File: config.mk
export PLATFORM = sky130hd
export DESIGN_NAME = frml_div
export DESIGN_NICKNAME = d
export VERILOG_FILES = /design/src/hdl/frml_pkg.sv /design/src/hdl/frml_div.sv
export SDC_FILE = /design/constraint.sdc
export NUM_CORES = 1
export LEC_CHECK = 0
export BUFFER_PORTS_ARGS = -buffer_cell sky130_fd_sc_hd__buf_2
export CAP_MARGIN = 15
export CORE_MARGIN = 5
export CORE_UTILIZATION = 40
export DETAILED_ROUTE_END_ITERATION = 7
export RECOVER_POWER = 50
export SYNTH_ARGS = -nofsm -noshare
export SYNTH_HDL_FRONTEND = slang
export SYNTH_SLANG_ARGS = --single-unit
File: constraint.sdc
create_clock -name clk -period 6.4 [get_ports clk]
set_input_delay 0.64 -clock clk [delete_from_list [all_inputs] [get_ports clk]]
set_output_delay 0.64 -clock clk [all_outputs]
set_load 0.005 [all_outputs]
File: src/hdl/frml_pkg.sv
package frml_pkg;

  localparam int TS_W        = 32;
  localparam int IVL_W       = 16;
  localparam int Q_W         = 24;
  localparam int CAP_W       = 10;
  localparam int DELAY_W     = 10;
  localparam int DEN_W       = 24;

  // 1000 ms per second in Q10.16, divided by the average interval in Q16.8, gives fps in Q16.8.
  localparam int FPS_DIVIDEND = 65536000;
  localparam int FPS_DVD_W    = 26;
  localparam int MS_PER_S     = 1000;
  localparam int DEFAULT_FPS  = 60;
  localparam int DEFAULT_FPS_Q8 = DEFAULT_FPS * 256;

  localparam logic [IVL_W-1:0] INTERVAL_MAX = '1;
  localparam logic [Q_W-1:0]   OUT24_MAX    = '1;

endpackage

File: src/hdl/frml_div.sv
module frml_div import frml_pkg::*; #(
  parameter int DVD_W = 32
) (
  input  logic             clk,
  input  logic             rst,
  input  logic             start,
  input  logic [DVD_W-1:0] dividend,
  input  logic [DEN_W-1:0] divisor,
  output logic             done,
  output logic [DVD_W-1:0] quotient
);

  localparam int CNT_W = $clog2(DVD_W + 1);

  logic [DVD_W-1:0] work;
  logic [DEN_W-1:0] rem;
  logic [DEN_W-1:0] den;
  logic [CNT_W-1:0] cnt;
  logic             busy;

  logic [DEN_W:0]   rem_sh;
  logic [DEN_W:0]   rem_diff;
  logic             fits;

  // Restoring division: one quotient bit a cycle, shifted in where the
  // dividend bits leave.
  assign rem_sh   = {rem, work[DVD_W-1]};
  assign rem_diff = rem_sh - {1'b0, den};
  assign fits     = rem_sh >= {1'b0, den};
  assign quotient = work;

  always_ff @(posedge clk) begin
    if (rst) begin
      busy <= 1'b0;
      done <= 1'b0;
      cnt  <= '0;
    end else begin
      done <= 1'b0;
      if (start) begin
        busy <= 1'b1;
        cnt  <= CNT_W'(DVD_W);
      end else if (busy) begin
        cnt <= cnt - 1'b1;
        if (cnt == CNT_W'(1)) begin
          busy <= 1'b0;
          done <= 1'b1;
        end
      end
    end
  end

  always_ff @(posedge clk) begin
    if (start) begin
      work <= dividend;
      rem  <= '0;
      den  <= divisor;
    end else if (busy) begin
      work <= {work[DVD_W-2:0], fits};
      rem  <= fits ? rem_diff[DEN_W-1:0] : rem_sh[DEN_W-1:0];
    end
  end

endmodule

* After elaboration in Yosys (flattened, before gate mapping)
Cells that the tools add are included.
Cells by class: reduce and logical (&&, ||, !) cells 3, magnitude comparators 1, eq/ne operators 1, mux-type cells 9, add/subtract/negate cells 2, bitwise logic cells 1
Operator list (number):
- 2-to-1 mux 32 bit | 2
- greater-or-equal comparator 25 x 24 -> 1 bit | 1
- 2-to-1 mux 24 bit | 1
- subtractor 24 bit | 1
- 2-to-1 mux 6 bit | 2
- == test 6 x 1 -> 1 bit, second input constant | 1
- subtractor 6 x 1 -> 6 bit, second input constant | 1
- 2-to-1 mux 1 bit | 4
- OR reduction 3 bit | 1
- nonzero test 2 bit | 1
- OR reduction 2 bit | 1
- inverter 1 bit | 1
Word-level totals: output and inout bits 33, word-level logic and storage cells 24, register bits after elaboration 88, bits of input ports 59

* Logic depth before layout (Yosys ltp)
depth in word-level cells 4, depth in mapped cells 13, depth with buffers taken out 11

* Worst setup path before layout
OpenSTA, ideal clock, no wires.
path kind reg2reg, start reg den[10], end reg work[0] (netlist: quotient[0]), data pin, arrival time 2.292 ns, library setup time 0.260 ns, required time 6.140 ns, cell stages (with the launch flop) 12, buffers on the path 2, path slack 3.848 ns, clock period less this slack 2.552 ns, path through edfxtp_1 inv_1 ha_1 and4_4 and2b_1 o31ai_4 o211ai_2 and2_4 o31a_1 buf_6 buf_8 mux2_2
Between the ends: word-level cells in the longest chain between the ends 3
RTL lines:
- start: declaration | RTL line frml_div.sv:17 | logic [DEN_W-1:0] den;
- start signal: assignment | RTL line frml_div.sv:56 | den <= divisor;
- greater-or-equal comparator 25 x 24 -> 1 bit | RTL line frml_div.sv:29 | assign fits = rem_sh >= {1'b0, den};
- 2-to-1 mux 32 bit | RTL line frml_div.sv:57 | end else if (busy) begin
- 2-to-1 mux 32 bit | RTL line frml_div.sv:53 | if (start) begin
- end signal: assignment | RTL line frml_div.sv:54 | work <= dividend;
- end signal: assignment | RTL line frml_div.sv:58 | work <= {work[DVD_W-2:0], fits};
- end: declaration | RTL line frml_div.sv:15 | logic [DVD_W-1:0] work;
No other way between the ends. The select of a mux whose other input is x is not followed. A chain may end at the register's enable or synchronous reset.

* Worst setup path after layout
start in start, end reg work[8] (netlist: quotient[8]) (enable)
Between the ends: word-level cells in the longest chain between the ends 1
RTL lines:
- start: declaration | RTL line frml_div.sv:6 | input logic start,
- nonzero test 2 bit (no line)
No other way between the ends.

==> results by group <==
Timing
  – Final setup viols: 0
  – Final hold violations: 0
  – Setup tns final: 0 ns
  – Setup slack after layout: 2.70 ns
  – Worst hold slack: 0.460 ns
  – Fin crit period: 3.70 ns
  – Max_slew headroom: -69.6%
  – Slew @ Worst Pin: 2.54 ns
  – Max Clk Rate: 270 MHz
  – Period Utilization, post-route: 57.8%
  – Clock Skews: 0.0113 ns
  – Fin. max-slew vios: 50
  – RSZ-0062 raised after global routing: no

Clocking
  – TritonCTS clock tree: done
  – Clk slew on worst S/H paths: 0.07 ns
  – Maximum clock path buffer count: 2
  – Htree depth: 3
  – CTS resizes: 0
  – Post-CTS Setup Repair Bufs: 0
  – Clock tree sinks: 88
  – Clock Tree Root: clkbuf_16
  – Hold-fix buffer count after cts: 0
  – TritonCTS buffer count: 9
  – Clock Latency Late Sink: 0.35 ns

Detailed routing
  – TritonRoute pass-1 iters: 5
  – Total Wirelength: 10,300 um
  – Vias post-DR: 3,601
  – Initial DRC count: 178
  – Routed Antenna Nets: 0
  – Vias per cell: 5.19
  – WL/cell: 14.8 um
  – DRC: 0

Logic synthesis
  – EDFF count, synth: 56
  – Syn_nets: 539
  – Complex-gate fraction of the synthesized area: 14.6%
  – Largest cells by area after synthesis: edfxtp_1 (34%), dfxtp_1 (13%), mux2_2 (7.4%)
  – #FFs+latches synth: 88
  – Syn. warnings: 0
  – Top-area cell type share of the netlist area: 34.3%
  – Post-synth cell types: 62
  – Largest area contributor in the netlist: edfxtp_1
  – List of most frequent post-synthesis cells: edfxtp_1 (56), nor2_1 (48), inv_1 (34)
  – Gate Count Post-Synth: 453
  – Simple-gate area share of the yosys netlist: 10.8%
  – Syn Area/Cell: 10.8 um^2
  – Synth Area in XOR/XNOR: 4.11%
  – Mux share of post-synthesis cell area: 11.2%
  – Async set or reset register ratio after synthesis: 0%
  – Largest family of logic cells by synthesized area: compound AO/OA/AOI/OAI gates
  – Mapped cell area: 4900 um^2
  – Top FF cell, synth: edfxtp_1
  – Cell with the most instances after synthesis: edfxtp_1
  – Register area share after synthesis: 47.4%
  – Post-Synth Adder-Cell Area: 7.05%

Pwr
  – Worst vdd ir: 0.000159 V
  – Leakage: 2.38 nW
  – Overall Power: 1.58 mW
  – PD cells: 274 nW/um^2

Floorplanning
  – Rows: 40
  – Chip width: 121 um
  – Core Region: 12,000 um^2
  – Top Ports: 92
  – Die ar.: 14,600 um^2
  – Chip height: 121 um
  – Initial Util: 40.8%

Setup path
  – Crit Path Category: input port to flop
  – CP arrival: 3.71 ns
  – CP Data Required Time: 6.41 ns
  – Crit path launch type: input port
  – CP endpoint kind: flop
  – Crit-path max FO: 49

Worst hold path
  – Hold WC Path Type: input port to flop

Cells and area
  – Layout cells sized above 1: 26.1%
  – Fin cells: 694
  – Number of nets in the layout: 628
  – Area Overhead vs Synth: 17.6%
  – Number of diodes: 0

Global route
  – Overflow after GRT: 0
  – Initial antenna violation count: 0
  – Gr usage total: 14.9%
  – First-pass GRT wire length: 17,300 um
  – Vias in the first global route: 3,708
  – Largest net degree at the start of global routing: 52

Place
  – HPWL after DPL: 7680 um
  – Placed insts: 678
  – Pre-CTS setup slack: 3.40 ns
  – Final GP Congestion: 0.838
  – IO Port Bufs: 91

Status
  – Status: finished with violations
  – Failing checks: capacitance limit, slew limit

Job
  – Max-cap violations: 1
## sequential cells by signal, summed over array words and instances (netlist names)
register / count
quotient: 32
cnt: 6
den: 24
rem: 24
done: 1
busy: 1
## cells in the final DEF, fill, tap and decap left out, types with 3 or more instances in the layout
| master | synthesis | final |
|---|---|---|
| mux2_2 | 32 | 32 |
| a311oi_1 | 4 | 4 |
| inv_1 | 34 | 34 |
| and3_1 | 4 | 4 |
| nor4_1 | 3 | 3 |
| a31oi_1 | 3 | 3 |
| o21ai_0 | 7 | 7 |
| xnor2_1 | 16 | 16 |
| buf_4 | 0 | 4 |
| a211oi_1 | 21 | 21 |
| clkbuf_16 | 0 | 9 |
| nor3_1 | 4 | 4 |
| buf_2 | 1 | 80 |
| nand2b_1 | 4 | 4 |
| nand2_1 | 24 | 24 |
| o21a_1 | 3 | 3 |
| edfxtp_1 | 56 | 56 |
| o31ai_1 | 3 | 3 |
| o21ai_1 | 5 | 5 |
| a21oi_1 | 20 | 20 |
| mux2i_1 | 19 | 19 |
| a21boi_1 | 3 | 3 |
| xor2_1 | 7 | 7 |
| nand3_1 | 8 | 8 |
| clkbuf_1 | 14 | 13 |
| nor2_1 | 48 | 48 |
| dfxtp_1 | 32 | 32 |
| ha_1 | 26 | 26 |
| a21o_1 | 9 | 9 |
## layer usage
layer,track usage (%),routed length (um)
met4,5.31,156
met3,4.86,530
met1,18.0,4590
met5,0,0
met2,24.8,4980
## final cells by class
type / instances / area [um^2]
fill: 1132 / 6250
multi-input combinational: 313 / 2340
sequential: 88 / 2320
timing repair buffer: 96 / 475
clock buffer: 10 / 229
tap: 147 / 184
inverter: 34 / 128
clock inverter: 6 / 75.1
## cells by family (layout without fill, tap and decap cells)
kind of cell,Yosys count,in the layout
AO/OA/AOI/OAI,99,99
XOR/XNOR,23,23
adder cells (fa/ha/maj),27,27
buffers and inverters,52,146
flip-flops,88,88
multiplexers,51,51
AND/OR/NAND/NOR,113,113
## where the power goes
group          internal, mW  switching (mW)  leakage [nW]
logic                 0.158           0.186          1.42
registers             0.662          0.0277         0.821
clock network         0.309           0.232         0.146
total                  1.13           0.446          2.38
## final timing paths
path | start | to | slack [ns] | cells past startpoint
max reg2reg | quotient[31] | rem[21] | 3.35 | 11
min | divisor[8] | den[8] | 0.46 | 1
min reg2reg | cnt[1] | cnt[1] | 0.50 | 2
max | start | quotient[8] | 2.70 | 5
## per-stage QoR
stage	cell area, um^2	util (%)
finish	5760	47.9
global placement	5470	45.5
detailed placement	5470	45.5
CTS	5770	48.1
global route	5760	47.9
floorplan	4900	-
## worst max-delay path, cell delays in order
cell and delay, ns:
buf_2 0.07, clkbuf_1 1.79, inv_1 0.57, nand2_1 0.20, buf_4 0.38
Note: power is estimated with default switching activity, not from simulation.
